`config.mk`:
```
export PLATFORM = sky130hd
export DESIGN_NAME = lzwd_fifo
export DESIGN_NICKNAME = d
export VERILOG_FILES = /design/src/design/lzwd_pkg.sv /design/src/design/lzwd_fifo.sv
export SDC_FILE = /design/constraint.sdc
export NUM_CORES = 1
export LEC_CHECK = 0
export BUFFER_PORTS_ARGS = -buffer_cell sky130_fd_sc_hd__buf_2
export CAP_MARGIN = 20
export CORE_ASPECT_RATIO = 1.4
export CORE_UTILIZATION = 45
export CTS_CLUSTER_DIAMETER = 150
export DETAILED_ROUTE_END_ITERATION = 8
export PLACE_DENSITY = 0.69
export SYNTH_ARGS = -nofsm -noshare
export SYNTH_HDL_FRONTEND = slang
export SYNTH_SLANG_ARGS = --single-unit
export TNS_END_PERCENT = 100
```
`constraint.sdc`:
```
create_clock -name i_clk -period 2.3 [get_ports i_clk]
set_input_delay 0.46 -clock i_clk [delete_from_list [all_inputs] [get_ports i_clk]]
set_output_delay 0.46 -clock i_clk [all_outputs]
set_load 0.05 [all_outputs]
```
`src/design/lzwd_pkg.sv`:
```
// ----------------------------------------------------------------------------
// lzwd_pkg
// Shared types and constants of the LZ window decompressor.
// ----------------------------------------------------------------------------
package lzwd_pkg;

    localparam int DIST_W = 13;     // back distance after ring reduction
    localparam int LEN_W  = 9;      // copy length, up to 256

    localparam logic [15:0] FLAG_EMPTY  = 16'h8000;
    localparam logic [7:0]  FLAG_MARK   = 8'h80;
    localparam logic [13:0] LONG_BASE   = 14'h2000;
    localparam logic [13:0] SHORT_BASE  = 14'd256;

    typedef enum logic [2:0] {
        CMD_LIT  = 3'b001,
        CMD_COPY = 3'b010,
        CMD_END  = 3'b100
    } t_cmd_kind;

    typedef struct packed {
        t_cmd_kind          kind;
        logic [7:0]         data;
        logic [LEN_W-1:0]   len;
        logic [DIST_W-1:0]  back_dist;
    } t_cmd;

    typedef enum logic [8:0] {
        PH_FLAG1 = 9'b000000001,
        PH_FLAG2 = 9'b000000010,
        PH_FLAG3 = 9'b000000100,
        PH_FLAG4 = 9'b000001000,
        PH_LIT   = 9'b000010000,
        PH_HI    = 9'b000100000,
        PH_LO    = 9'b001000000,
        PH_EXT   = 9'b010000000,
        PH_SHORT = 9'b100000000
    } t_phase;

endpackage

```
`src/design/lzwd_fifo.sv`:
```
// ----------------------------------------------------------------------------
// lzwd_fifo
// Four-entry command queue between parser and copy engine.
// ----------------------------------------------------------------------------
module lzwd_fifo (
    input  logic          i_clk,
    input  logic          i_rst_n,
    input  logic          i_flush,
    input  logic          i_push,
    input  lzwd_pkg::t_cmd i_data,
    output logic          o_full,
    input  logic          i_pop,
    output logic          o_valid,
    output lzwd_pkg::t_cmd o_data
);
    import lzwd_pkg::*;

    localparam int DEPTH = 4;
    localparam int PW    = $clog2(DEPTH);

    t_cmd           r_mem [DEPTH];
    logic [PW-1:0]  r_wr;
    logic [PW-1:0]  r_rd;
    logic [PW:0]    r_cnt;

    assign o_full  = (r_cnt == (PW+1)'(DEPTH));
    assign o_valid = (r_cnt != '0);
    assign o_data  = r_mem[r_rd];

    always_ff @(posedge i_clk) begin
        if (i_push) begin
            r_mem[r_wr] <= i_data;
        end
    end

    always_ff @(posedge i_clk) begin
        if (!i_rst_n || i_flush) begin
            r_wr  <= '0;
            r_rd  <= '0;
            r_cnt <= '0;
        end else begin
            if (i_push) r_wr <= r_wr + 1'b1;
            if (i_pop)  r_rd <= r_rd + 1'b1;
            r_cnt <= r_cnt + (PW+1)'(i_push) - (PW+1)'(i_pop);
        end
    end
endmodule

```
Word-level counts from Yosys, hierarchy flattened --
Memories as Yosys holds them, arrays and structs flattened. A register that Yosys moved wholly into a read port is not among the register bits. Index checks and enable logic that the tools add are counted.
Operators by class: equal/unequal tests 1, reduce and logical (&&, ||, !) cells 3, muxes and demuxes 4, add/subtract/negate cells 4
Operators by type and width (number):
- $add A2 B1 Y2 const B | 2
- $mux W2 | 2
- $add A3 B1 Y3 | 1
- $eq A3 B3 Y1 const B | 1
- $reduce_bool A3 Y1 | 1
- $sub A3 B1 Y3 | 1
- $mux W1 | 2
- $logic_not A1 Y1 | 1
- $logic_or A1 B1 Y1 | 1
Word-level totals: memories 1, RAM bits 132, input port bits 38, logic and storage cells 16, output and inout port bits 35, flip-flop bits (word level) 7
Memory list:
- r_mem | words 4, width 33, read ports 1, clocked after Yosys merged registers in 1, wr ports 1, line lzwd_fifo.sv:21 | t_cmd r_mem [DEPTH];

Logic depth before layout (Yosys ltp) --
depth after elaboration 3, mapped depth 7, mapped depth without buffers 7

Worst setup path after synthesis --
Ideal clock, no wire load.
kind input-to-reg, start point in i_pop, end point reg r_cnt[2], cell stages on the path 6, required time 2.176 ns, data arrival time 1.664 ns, path buffers 0, setup slack 0.512 ns, setup time 0.124 ns, path through ha_1 > inv_1 > ha_1 > fa_1 > xor3_1 > nor2_1
On the way: word-level cells in the longest chain between the ends 1
RTL lines:
- from (decl) | line lzwd_fifo.sv:12 | input logic i_pop,
- $sub A3 B1 Y3 | line lzwd_fifo.sv:44 | r_cnt <= r_cnt + (PW+1)'(i_push) - (PW+1)'(i_pop);
- to (signal assigned) | line lzwd_fifo.sv:44
- to (decl) | line lzwd_fifo.sv:24 | logic [PW:0] r_cnt;
No other way between the ends. A chain may end at the register's enable or synchronous reset.

==> reports/results.ini <==
[outcome]
run_status=completed

[synthesis]
synth_nets=264
synth_async_sr_flop_share_pct=0
synth_edf_count=132
yosysWarnings=0
syn_inst=219
synth.most_common_cell=edfxtp_1
syn_area_sq_mm=0.00526
synthTopCellsByArea=edfxtp_1 (75%), mux4_2 (13%), dfxtp_1 (3.4%), mux4_1 (1.5%), ha_1 (1.4%)
yosysSeqAreaShare_pct=78.8
yosys-top-cells-count=edfxtp_1 (132), mux4_2 (30), dfxtp_1 (9)
yosysTopAreaCell=edfxtp_1
ys_ff_latch=141
ys.flop_type=edfxtp_1
synth_top_area_share_pct=75.3
avgSynthCellArea_sq_um=24.0
synth_cell_types=22

[critical_path]
crit_path_cell_trace=buf_12 > mux4_1 > buf_4
required_ns=1.84
path_max_fanout=11
endpoint_kind=output port
cp.arrival_ns=1.77
reg2reg_slack_ns=0.55
critPathLaunchType=flop
reg2reg_from=r_cnt[0]
regToRegEndpoint=r_cnt[2]
critical_path_class=reg2out
cp_slowest_cell=mux4_1
cp_slowest_stage_delay_ns=0.59
rr_worst_depth=7

[drt]
finalWirelength_mm=8.59
drc=0
post_drt_wl_per_cell_um=18.3
drt-pass1-iter-count=4
drt_iter0_drc=84
via_per_inst=5.12
antenna_left=0
num_vias=2402

[sta]
holdWs_ns=0.261
finClkSkew_ns=0.00693
slew_viol_final=0
rsz0062_at_grt=no
min_period_ns=2.23
setup_violations=0
worstMarginPinSlew_ns=0.376
hold_violations=0
fin_crit_sh_pct=96.8
timing.fmax_ghz=0.449
relSlewSlack_pct=74.9

[floorplan]
die_y_um=130
num_io_pins=73
num_rows=46
fp.dieW_um=93.4
die_area_sq_mm=0.0121
core-area_sq_mm=0.0113
initial_core_util_pct=46.4

[clocking]
h-tree-depth=4
cts.root.buffer_cell=clkbuf_16
cts_tree=built
path_clk_slew_ns=0.06
cts_buffers=17
clk_latency_ns=0.41
cts_max_path_buffers=2
cts_sinks=141

[placed_design]
port-buffer-count=72
dp_hpwl_mm=5.35
gp_congestion=0.674

[cells_and_area]
nets=357
utilization_pct=57.1
drive_gt1_share_pct=45.2
syn_to_final_growth_pct=23.1
num_antenna_cells=0

[hold_path]
hold_start=i_data[14]
hold_class=in2reg
whs_path_depth=1
hold_end=r_mem[1][14]

[grt]
grt_max_degree=24
grt_usage_pct=15.7
grt_pass1_vias=2543
grt_pass1_wl_mm=13.3
antenna_found_initial=1
overflow=0

[power_and_ir_drop]
p_leak_nw=2.26
max-vdd-ir-drop_uv=548
power_density_mw_per_mm2=934

[job]
drv_cap=0

-- sequential cells by signal, indices dropped and copies added, names as in the netlist, named ones only --
signal  count
r_mem     132
r_cnt       3
r_rd        2
r_wr        2
-- per-stage QoR --
| stage | cells | power (mW) | setup TNS, ns | instance area, sq um | setup slack, ns |
|---|---|---|---|---|---|
| CTS | 468 | 6.11 | -0.00928 | 6440 | -0.00701 |
| global placement | 436 | 3.45 | 0 | 5850 | 0.336 |
| global route | 469 | 6.24 | 0 | 6470 | 0.00158 |
| detailed placement | 436 | 3.47 | 0 | 5850 | 0.297 |
| floorplan | 219 | 3.32 | 0 | 5260 | 0.512 |
| finish | 469 | 6.05 | 0 | 6470 | 0.0737 |
-- final cells by class --
cell class                      instances  area, sq um
Fill cell                             841         4860
Sequential cell                       141         4150
Tap cell                              144          180
Inverter                                8         30.0
Clock buffer                           19          433
Timing Repair Buffer                   83          536
Multi-Input combinational cell         61          998
Clock inverter                         13          149
-- placed cells by master, fill, tap and decap left out --
cell type / n
a21bo_2: 1
fa_1: 1
xor3_1: 1
a21oi_1: 1
nand3b_1: 1
bufinv_16: 3
buf_4: 6
mux4_1: 3
buf_8: 1
clkinv_4: 2
edfxtp_1: 132
nor2_1: 7
nand2b_1: 1
inv_1: 8
dfxtp_2: 1
and3_1: 1
and2_2: 4
clkinv_2: 3
xnor2_1: 2
clkinvlp_4: 2
buf_2: 70
ha_1: 6
buf_12: 5
clkinv_1: 3
mux4_2: 30
dfxtp_1: 7
dfxtp_4: 1
clkbuf_16: 18
mux2i_1: 1
clkbuf_1: 2
or3_1: 1
-- worst max-delay path, delay by kind of cell, from the launching register on --
family / cells / cell delay, ns
muxes: 1 / 0.59
DFF: 1 / 0.39
buffers and inverters: 2 / 0.37
-- cells by family (layout without fill, tap and decap cells) --
group	after synthesis	count (layout)	synth area share [%]
fa+ha+maj	7	7	1.81
simple gates	15	15	1.47
compound gates	2	2	0.285
buf+inv	17	123	2.35
flops	141	141	78.8
xor+xnor	3	3	0.785
mux	34	34	14.5
-- timing repair --
item	in CTS	in global routing
resized for setup	2	3
buffers inserted	0	0
cloned	0	1
setup endpoints to repair	4	14
hold buffers	0	0
-- routing by layer --
metal / track usage, % / routed length (um) / up-vias
met5: 0 / 0 / -
met4: 8.42 / 179 / 0
met3: 4.66 / 413 / 17
met2: 26.4 / 4610 / 57
met1: 18.1 / 3390 / 1233
li1: - / - / 1095
-- how the worst max path moves through the flow --
stage,start,to,slack (ns),depth (start not counted)
floorplan,i_pop,r_cnt[2],0.51,6
global placement,i_pop,r_cnt[2],0.34,7
detailed placement,i_pop,r_cnt[2],0.30,7
CTS,flop,o_data[11],-0.007,3
global route,flop,o_data[32],0.002,3
finish,flop,o_data[31],0.07,3
-- power by group --
group          internal [mW]  total [mW]  switching, mW
Clock                   1.69        2.63          0.945
Sequential              2.88        2.90         0.0209
Combinational          0.175       0.515          0.340
Total                   4.74        6.05           1.31
(Power assumes the default switching activity.)
