**src/design/lzwd_pkg.sv**
```systemverilog
// ----------------------------------------------------------------------------
// lzwd_pkg
// Shared types and constants of the LZ window decompressor.
// ----------------------------------------------------------------------------
package lzwd_pkg;

    localparam int DIST_W = 13;     // back distance after ring reduction
    localparam int LEN_W  = 9;      // copy length, up to 256

    localparam logic [15:0] FLAG_EMPTY  = 16'h8000;
    localparam logic [7:0]  FLAG_MARK   = 8'h80;
    localparam logic [13:0] LONG_BASE   = 14'h2000;
    localparam logic [13:0] SHORT_BASE  = 14'd256;

    typedef enum logic [2:0] {
        CMD_LIT  = 3'b001,
        CMD_COPY = 3'b010,
        CMD_END  = 3'b100
    } t_cmd_kind;

    typedef struct packed {
        t_cmd_kind          kind;
        logic [7:0]         data;
        logic [LEN_W-1:0]   len;
        logic [DIST_W-1:0]  back_dist;
    } t_cmd;

    typedef enum logic [8:0] {
        PH_FLAG1 = 9'b000000001,
        PH_FLAG2 = 9'b000000010,
        PH_FLAG3 = 9'b000000100,
        PH_FLAG4 = 9'b000001000,
        PH_LIT   = 9'b000010000,
        PH_HI    = 9'b000100000,
        PH_LO    = 9'b001000000,
        PH_EXT   = 9'b010000000,
        PH_SHORT = 9'b100000000
    } t_phase;

endpackage

```
**src/design/lzwd_front.sv**
```systemverilog
// ----------------------------------------------------------------------------
// lzwd_front
// Stream parser: takes flag and data bytes, emits literal/copy/end commands.
// ----------------------------------------------------------------------------
module lzwd_front #(
    parameter int WINDOW_SIZE = 8192
) (
    input  logic           i_clk,
    input  logic           i_rst_n,
    input  logic           i_arm,
    input  logic           i_hold,
    input  logic           i_in_valid,
    output logic           o_in_ready,
    input  logic [7:0]     i_in_byte,
    output logic           o_push,
    output lzwd_pkg::t_cmd o_cmd,
    input  logic           i_full
);
    import lzwd_pkg::*;

    localparam logic [13:0] WIN = 14'(WINDOW_SIZE);

    typedef enum logic [3:0] {
        F_IDLE = 4'b0001,
        F_WORK = 4'b0010,
        F_MOD  = 4'b0100,
        F_PUSH = 4'b1000
    } t_fstate;

    t_fstate           r_state, n_state;
    t_phase            r_phase, n_phase;
    logic [15:0]       r_flags, n_flags;
    logic [7:0]        r_byte,  n_byte;
    logic              r_used,  n_used;
    logic [7:0]        r_hi,    n_hi;
    logic [12:0]       r_off,   n_off;
    logic [LEN_W-1:0]  r_len,   n_len;
    logic [13:0]       r_dist,  n_dist;
    t_cmd              r_cmd,   n_cmd;
    logic [12:0]       off_new;
    logic              bit_now;

    assign o_in_ready = (r_state == F_IDLE) && !i_hold;
    assign o_cmd      = r_cmd;
    assign off_new    = {r_hi, r_byte[7:3]};
    assign bit_now    = r_flags[15];

    always_comb begin
        n_state = r_state;
        n_phase = r_phase;
        n_flags = r_flags;
        n_byte  = r_byte;
        n_used  = r_used;
        n_hi    = r_hi;
        n_off   = r_off;
        n_len   = r_len;
        n_dist  = r_dist;
        n_cmd   = r_cmd;
        o_push  = 1'b0;
        case (r_state)
            F_IDLE: begin
                if (i_in_valid && o_in_ready) begin
                    n_byte  = i_in_byte;
                    n_used  = 1'b0;
                    n_state = F_WORK;
                end
            end
            F_WORK: begin
                case (r_phase)
                    PH_FLAG1, PH_FLAG2, PH_FLAG3, PH_FLAG4: begin
                        if (r_flags == FLAG_EMPTY) begin
                            // flags run dry: this byte refills them, or we wait for next
                            if (r_used) begin
                                n_state = F_IDLE;
                            end else begin
                                n_flags = {r_byte, FLAG_MARK};
                                n_used  = 1'b1;
                            end
                        end else begin
                            n_flags = {r_flags[14:0], 1'b0};
                            case (r_phase)
                                PH_FLAG1: n_phase = bit_now ? PH_LIT : PH_FLAG2;
                                PH_FLAG2: n_phase = bit_now ? PH_HI : PH_FLAG3;
                                PH_FLAG3: begin
                                    n_len   = bit_now ? LEN_W'(4) : LEN_W'(2);
                                    n_phase = PH_FLAG4;
                                end
                                default: begin
                                    n_len   = r_len + LEN_W'(bit_now);
                                    n_phase = PH_SHORT;
                                end
                            endcase
                        end
                    end
                    default: begin
                        if (r_used) begin
                            n_state = F_IDLE;
                        end else begin
                            n_used  = 1'b1;
                            n_phase = PH_FLAG1;
                            n_state = F_IDLE;
                            case (r_phase)
                                PH_LIT: begin
                                    n_cmd.kind      = CMD_LIT;
                                    n_cmd.data      = r_byte;
                                    n_cmd.len       = LEN_W'(1);
                                    n_cmd.back_dist = '0;
                                    n_state         = F_PUSH;
                                end
                                PH_HI: begin
                                    n_hi    = r_byte;
                                    n_phase = PH_LO;
                                end
                                PH_LO: begin
                                    n_off = off_new;
                                    if (r_byte[2:0] != 3'd0) begin
                                        n_len   = LEN_W'(r_byte[2:0]) + LEN_W'(2);
                                        n_dist  = LONG_BASE - {1'b0, off_new};
                                        n_state = F_MOD;
                                    end else begin
                                        n_phase = PH_EXT;
                                    end
                                end
                                PH_EXT: begin
                                    if (r_byte == 8'd0) begin
                                        n_cmd.kind      = CMD_END;
                                        n_cmd.data      = '0;
                                        n_cmd.len       = '0;
                                        n_cmd.back_dist = '0;
                                        n_state         = F_PUSH;
                                    end else begin
                                        n_len   = LEN_W'(r_byte) + LEN_W'(1);
                                        n_dist  = LONG_BASE - {1'b0, r_off};
                                        n_state = F_MOD;
                                    end
                                end
                                default: begin
                                    n_dist  = SHORT_BASE - {6'd0, r_byte};
                                    n_state = F_MOD;
                                end
                            endcase
                        end
                    end
                endcase
            end
            F_MOD: begin
                // reduce distance modulo the ring, one subtract per cycle
                if (r_dist >= WIN) begin
                    n_dist = r_dist - WIN;
                end else begin
                    n_cmd.kind      = CMD_COPY;
                    n_cmd.data      = '0;
                    n_cmd.len       = r_len;
                    n_cmd.back_dist = r_dist[DIST_W-1:0];
                    n_state         = F_PUSH;
                end
            end
            F_PUSH: begin
                if (!i_full) begin
                    o_push  = 1'b1;
                    n_state = F_IDLE;
                end
            end
            default: n_state = F_IDLE;
        endcase
    end

    always_ff @(posedge i_clk) begin
        if (!i_rst_n || i_arm) begin
            r_state <= F_IDLE;
            r_phase <= PH_FLAG1;
            r_flags <= FLAG_EMPTY;
            r_used  <= 1'b0;
            r_hi    <= '0;
            r_off   <= '0;
            r_len   <= '0;
        end else begin
            r_state <= n_state;
            r_phase <= n_phase;
            r_flags <= n_flags;
            r_used  <= n_used;
            r_hi    <= n_hi;
            r_off   <= n_off;
            r_len   <= n_len;
        end
    end

    always_ff @(posedge i_clk) begin
        r_byte <= n_byte;
        r_dist <= n_dist;
        r_cmd  <= n_cmd;
    end
endmodule

```
**config.mk**
```make
export PLATFORM = sky130hd
export DESIGN_NAME = lzwd_front
export DESIGN_NICKNAME = d
export VERILOG_FILES = /design/src/design/lzwd_pkg.sv /design/src/design/lzwd_front.sv
export SDC_FILE = /design/constraint.sdc
export NUM_CORES = 1
export LEC_CHECK = 0
export BUFFER_PORTS_ARGS = -buffer_cell sky130_fd_sc_hd__buf_2
export CAP_MARGIN = 20
export CORE_AREA = 5 5 114 94
export DETAILED_ROUTE_END_ITERATION = 7
export DIE_AREA = 0 0 119 99
export PLACE_DENSITY = 0.79
export SYNTH_ARGS = -nofsm -noshare
export SYNTH_HDL_FRONTEND = slang
export SYNTH_SLANG_ARGS = --single-unit
```
**constraint.sdc**
```tcl
create_clock -name i_clk -period 5.8 [get_ports i_clk]
set_clock_uncertainty 0.1 [all_clocks]
set_input_delay 0.87 -clock i_clk [delete_from_list [all_inputs] [get_ports i_clk]]
set_output_delay 0.87 -clock i_clk [all_outputs]
set_load 0.03 [all_outputs]
```
Yosys cells after proc, flatten, opt, wreduce, memory -nomap -nowiden
Index checks and enable logic that the tools add are counted.
{ "totals": {"out_inout_bits": 35, "inputBits": 14, "word_cells": 126, "reg_bits": 115} }
{ "classes": {"muxes": 48, "add_sub_neg": 7, "bitwise": 2, "reduce_logical": 23, "order_cmp": 1, "eq_ne": 32} }
{ "op_table": {"columns": ["cell", "n"], "rows": [
  ["2-to-1 mux 33 bit", 4],
  ["case mux 33 bit (2 select lines)", 2],
  ["2-to-1 mux 9 bit", 8],
  ["2-to-1 mux 14 bit", 5],
  ["case mux 14 bit (3 select lines)", 1],
  ["case mux 9 bit (2 select lines)", 2],
  ["2-to-1 mux 16 bit", 2],
  ["2-to-1 mux 4 bit", 8],
  ["case mux 4 bit (4 select lines)", 2],
  ["case mux 14 bit (2 select lines)", 1],
  ["subtractor 14 x 13 -> 14 bit (first input constant)", 2],
  ["case mux 9 bit (3 select lines)", 1],
  ["inequality test 2 bit (second input constant)", 9],
  ["inequality test 3 bit (second input constant)", 6],
  ["equality test 16 bit (second input constant)", 1],
  ["case mux 8 bit (2 select lines)", 1],
  ["greater-or-equal comparator 14 bit (second input constant)", 1],
  ["AND reduction 7 bit", 2],
  ["subtractor 14 bit (second input constant)", 1],
  ["subtractor 9 x 8 -> 10 bit (first input constant)", 1],
  ["adder 8 x 1 -> 9 bit (second input constant)", 1],
  ["adder 9 x 1 -> 9 bit", 1],
  ["equality test 9 x 1 -> 1 bit (second input constant)", 1],
  ["equality test 9 x 2 -> 1 bit (second input constant)", 1],
  ["33 further kinds", 49]
]} }

Longest topological paths before layout
{ "logic_depth": {"ltp_word": 6, "mapped_depth": 14, "mapped_depth_nobuf": 9} }

Least setup slack after synthesis
Ideal clock, no wire load.
{ "synth_timing": {"path_type": "reg2reg", "startpoint": "register r_phase[5]", "endpoint": "register r_dist[6], data pin", "path_stages_with_launch": 14, "path_slack_ps": 2448, "synth_period_minus_slack_ps": 3352, "n_path_buf": 5, "t_required_ps": 5431, "setup_time_ps": 269, "arrival_ps": 2983, "cell_sequence": "dfxtp_1 -> clkbuf_1 -> nor3_2 -> nand3_2 -> buf_6 -> clkbuf_1 -> clkbuf_1 -> mux2i_1 -> ha_1 -> clkbuf_1 -> or4bb_1 -> o21ai_0 -> xnor2_1 -> a21oi_1"} }
{ "synth_via": {"elab_chain_cells": 6, "word_cells_on_any_way": 9, "classes_between": "4 x eq/ne; 4 x mux; 1 x reduce/logical"} }
{ "synth_rtl": {"columns": ["element", "line", "rtl"], "rows": [
  ["start: declaration", "lzwd_front.sv:31", "t_phase r_phase, n_phase;"],
  ["start signal: assignment", "lzwd_front.sv:179", "r_phase <= n_phase;"],
  ["equality test 9 x 5 -> 1 bit / equality test 9 x 6 -> 1 bit (equally long branches)", "lzwd_front.sv:102", "case (r_phase)"],
  ["OR reduction 2 bit (no line)", null, null],
  ["case mux 14 bit (3 select lines) (*)", "lzwd_front.sv:102", null],
  ["2-to-1 mux 14 bit (*)", "lzwd_front.sv:96", "if (r_used) begin"],
  ["2-to-1 mux 14 bit (*)", "lzwd_front.sv:69", "case (r_phase)"],
  ["case mux 14 bit (2 select lines) (*)", "lzwd_front.sv:60", "case (r_state)"],
  ["net n_dist[6]", "lzwd_front.sv:38", "logic [13:0] r_dist, n_dist;"],
  ["end signal: assignment", "lzwd_front.sv:190", "r_dist <= n_dist;"],
  ["end: declaration", "lzwd_front.sv:38", null]
]} }
Mark *: on every way through the listed nets, which the timed path passes. The rest lies on a longest branch. The select of a mux whose other input is x is not followed.
A chain may end at the register's enable or synchronous reset.

Worst setup path in the final report
{ "layout_timing": {"startpoint": "register r_phase[1]", "endpoint": "register r_dist[6], data pin"} }
The elaborated chain is that of the path after synthesis.

==> reports/qor.yml <==
outcome:
  outcome: "complete, no violations"
setup_path:
  critical_path_source_type: "flip-flop"
  crit_path_top_delay_cell: "nand3_2"
  critPathRequiredTime_ns: 5.79
  timing.critical_path.to_type: "flip-flop"
  worstPathCellList: "nor4_4, nand3_2, mux2i_1, ha_1, or4bb_1, o21ai_0, xnor2_1, a21oi_1"
  critical_path.max_fanout: 39
  critical_path.max_stage_delay_ns: 0.79
  crit_family: "simple AND/OR/NAND/NOR gates"
  cp_num_buf_inv: 0
  critical_path_class: "flip-flop to flip-flop"
  worst-endpoint-arrival_ns: 3.93
floorplanning:
  die_area_mm2: 0.0118
  initial_utilization_pct: 58.4
  row_count: 32
  design.portCount: 49
  floorplan.core_area_mm2: 0.00945
  die_span_in_y_um: 99
  die_width_um: 119
clock_tree:
  htreeDepth: 3
  clock_tree_from_tritoncts: "done"
  clk_path_buf_depth: 2
  cts.sinks: 108
  post_cts_hold_buffer_count: 0
  cts_repair_resize_count: 0
  cts_buffers: 9
  skew_pair_late_insertion_delay_ns: 0.36
  cts.root.buffer_cell: "clkbuf_16"
  cts.reportedPaths.clkPinSlew_ns: 0.08
  cts_setup_buffers: 0
timing:
  min_period_over_period_pct: 68.0
  fmax_ghz: 0.254
  timing.max_slew.rel_slack_pct: 39.8
  timing_worst_slew_pin_value_ns: 0.902
  report.final.slew_viol_count: 0
  rsz_0062_raised_after_global_routing: "no"
  setup-violations-final: 0
  finalSetupTns_ns: 0
  finalHoldViolations: 0
  min_tclk_post_route_ns: 3.94
yosys:
  synthesis.nets: 579
  postSynth.topFlopCell: "edfxtp_1"
  asyncSetResetFlopFracSynth_pct: 0
  seq_area_frac_synth_pct: 49.2
  synthesis.area_mm2: 0.00552
  yosysWarnings: 0
  synth.top_cell.area_share_pct: 29.9
  post_synth_inst_count: 557
  ys_seq_elements: 108
  synth_cell_types: 65
  post_synth.cell_area_avg_um2: 9.90
  synth_top_area_cell: "edfxtp_1"
  synth-edff-count: 55
  synth_top_cells_by_area: "edfxtp_1 30%, dfxtp_1 19%, mux2i_1 6.9%"
place:
  finalWeightedCongestion: 0.952
  dpl.hpwl_um: 8930
  dp_cell_count: 690
  io_buffers: 48
worst_hold_path:
  hold_class: "flip-flop to flip-flop"
grt:
  grt_max_degree: 48
  gr-total-overflow: 0
  grt_first_pass_wirelength_um: 21100
  initial_antenna_violation_count: 0
  grtUsageTotal_pct: 22.4
  via_count_of_the_first_global_routing_pass: 4017
cells_and_area:
  antenna_diode_count: 0
  final-instance-count-excl-fill: 706
  flow.area_growth_from_synthesis_pct: 10.3
  num-fill-cells: 770
  final_layout_size_suffix_gt1_share_pct: 14.8
  nNetsFinal: 604
  final_util_pct: 64.4
detailed_routing:
  post-route-drc-count: 0
  postRouteWirelength_um: 12900
  dr.pass1.iters: 5
  detail_route.vias_per_cell: 6.22
  wire_per_inst_um: 18.2
  routed_vias: 4389
  initialDrtViolationCount: 514
  postRouteAntennaNets: 0
power_and_ir_drop:
  power_consumption_w: 0.00150
  pwr_density_cell_mw_per_mm2: 247
  p_leak_nw: 2.45
  vdd_drop_max_mv: 0.249
flow_run:
  max-cap-violations: 0
state kept, by name, indices dropped and copies added, names as in the netlist:
signal   count
o_cmd       33
r_byte       8
r_dist      14
r_flags      9
r_hi         8
r_len        9
r_off       13
r_phase      9
r_state      4
r_used       1
cells in the final DEF (no fill, tap or decap), types with 5 or more instances in the layout:
| cell | count |
|---|---|
| or4_1 | 6 |
| dfxtp_1 | 53 |
| ha_1 | 8 |
| inv_1 | 10 |
| nor3_1 | 20 |
| nand2_1 | 27 |
| nor2b_1 | 7 |
| a31oi_1 | 5 |
| nor4_1 | 5 |
| buf_2 | 48 |
| xnor2_1 | 12 |
| o21ai_0 | 23 |
| a211oi_1 | 11 |
| mux2i_1 | 38 |
| and3_1 | 35 |
| and2_1 | 8 |
| edfxtp_1 | 55 |
| xor2_1 | 12 |
| nor2_1 | 71 |
| a21oi_1 | 24 |
| nand3_1 | 18 |
| clkbuf_16 | 9 |
| o21ai_1 | 5 |
tightest hold or removal path: cells and delay by family (launching register included):
| kind | cells | cell delay, ns |
|---|---|---|
| AOI/OAI and AO/OA | 2 | 0.13 |
| DFF | 1 | 0.32 |
kinds of logic after synthesis:
logic type	count (synthesis)	share of synthesized area, %
flip-flops	108	49.2
AND/OR/NAND/NOR	231	22.5
XOR/XNOR	24	3.81
buffers and inverters	48	3.63
adder cells (fa/ha/maj)	8	1.81
AO/OA/AOI/OAI	97	11.6
multiplexers	41	7.51
metrics by stage:
stage	hold WS [ns]	worst slack (ns)	instance area, um^2
finish	0.406	1.86	6090
global placement	0.376	2.13	5760
CTS	0.392	1.94	6090
detailed placement	0.382	1.99	5780
global route	0.426	1.62	6090
floorplan	0.358	2.45	5520
cell type report:
class,count,area [um^2],share of cell area [%]
inverter,10,37.5,0.617
clock buffer,9,225,3.70
timing repair buffer,52,274,4.50
sequential,108,2710,44.6
clock inverter,7,85.1,1.40
multi-input combinational,401,2600,42.8
tap,119,149,2.45
synth_stat cells, drive strengths merged, types with 2 or more instances:
master / number
o21ai: 29
a211oi: 12
o31ai: 2
ha: 8
or3: 3
nor4: 7
or4: 6
nor4b: 3
inv: 10
o211a: 4
o32ai: 4
nor2: 72
edfxtp: 55
nand2: 27
a21oi: 25
a31oi: 6
and3: 36
nand3: 19
xnor2: 12
or4b: 2
buf: 10
o22ai: 4
nand2b: 3
clkbuf: 28
xor2: 12
dfxtp: 53
a22o: 2
and2: 8
nor3b: 5
mux2: 3
mux2i: 38
nand4: 4
nor3: 22
nor2b: 7
or2: 2
worst paths after layout:
kind	to	depth (start not counted)	from	slack [ns]
max reg2reg	r_dist[6]$_DFFE_PP_	8	r_phase[1]$_SDFFE_PP0P_	1.86
max	r_dist[6]$_DFFE_PP_	8	r_phase[1]$_SDFFE_PP0P_	1.86
min	r_len[8]$_SDFFE_PP0P_	2	r_len[8]$_SDFFE_PP0P_	0.41
min reg2reg	r_len[8]$_SDFFE_PP0P_	2	r_len[8]$_SDFFE_PP0P_	0.41
power by group:
part           switching (W)  total (W)  internal (W)
sequential         0.0000108   0.000812      0.000801
combinational      0.0000315  0.0000514     0.0000199
clock               0.000297   0.000640      0.000342
routing by layer:
layer | up-vias | share of wire [%] | track usage (%)
met5 | - | 0 | 0
met2 | 207 | 46 | 34.6
met3 | 18 | 8.3 | 6.20
met1 | 2077 | 45 | 31.5
li1 | 2087 | - | -
met4 | 0 | 1.2 | 5.08
No activity file was read; power rests on OpenSTA's default activity.
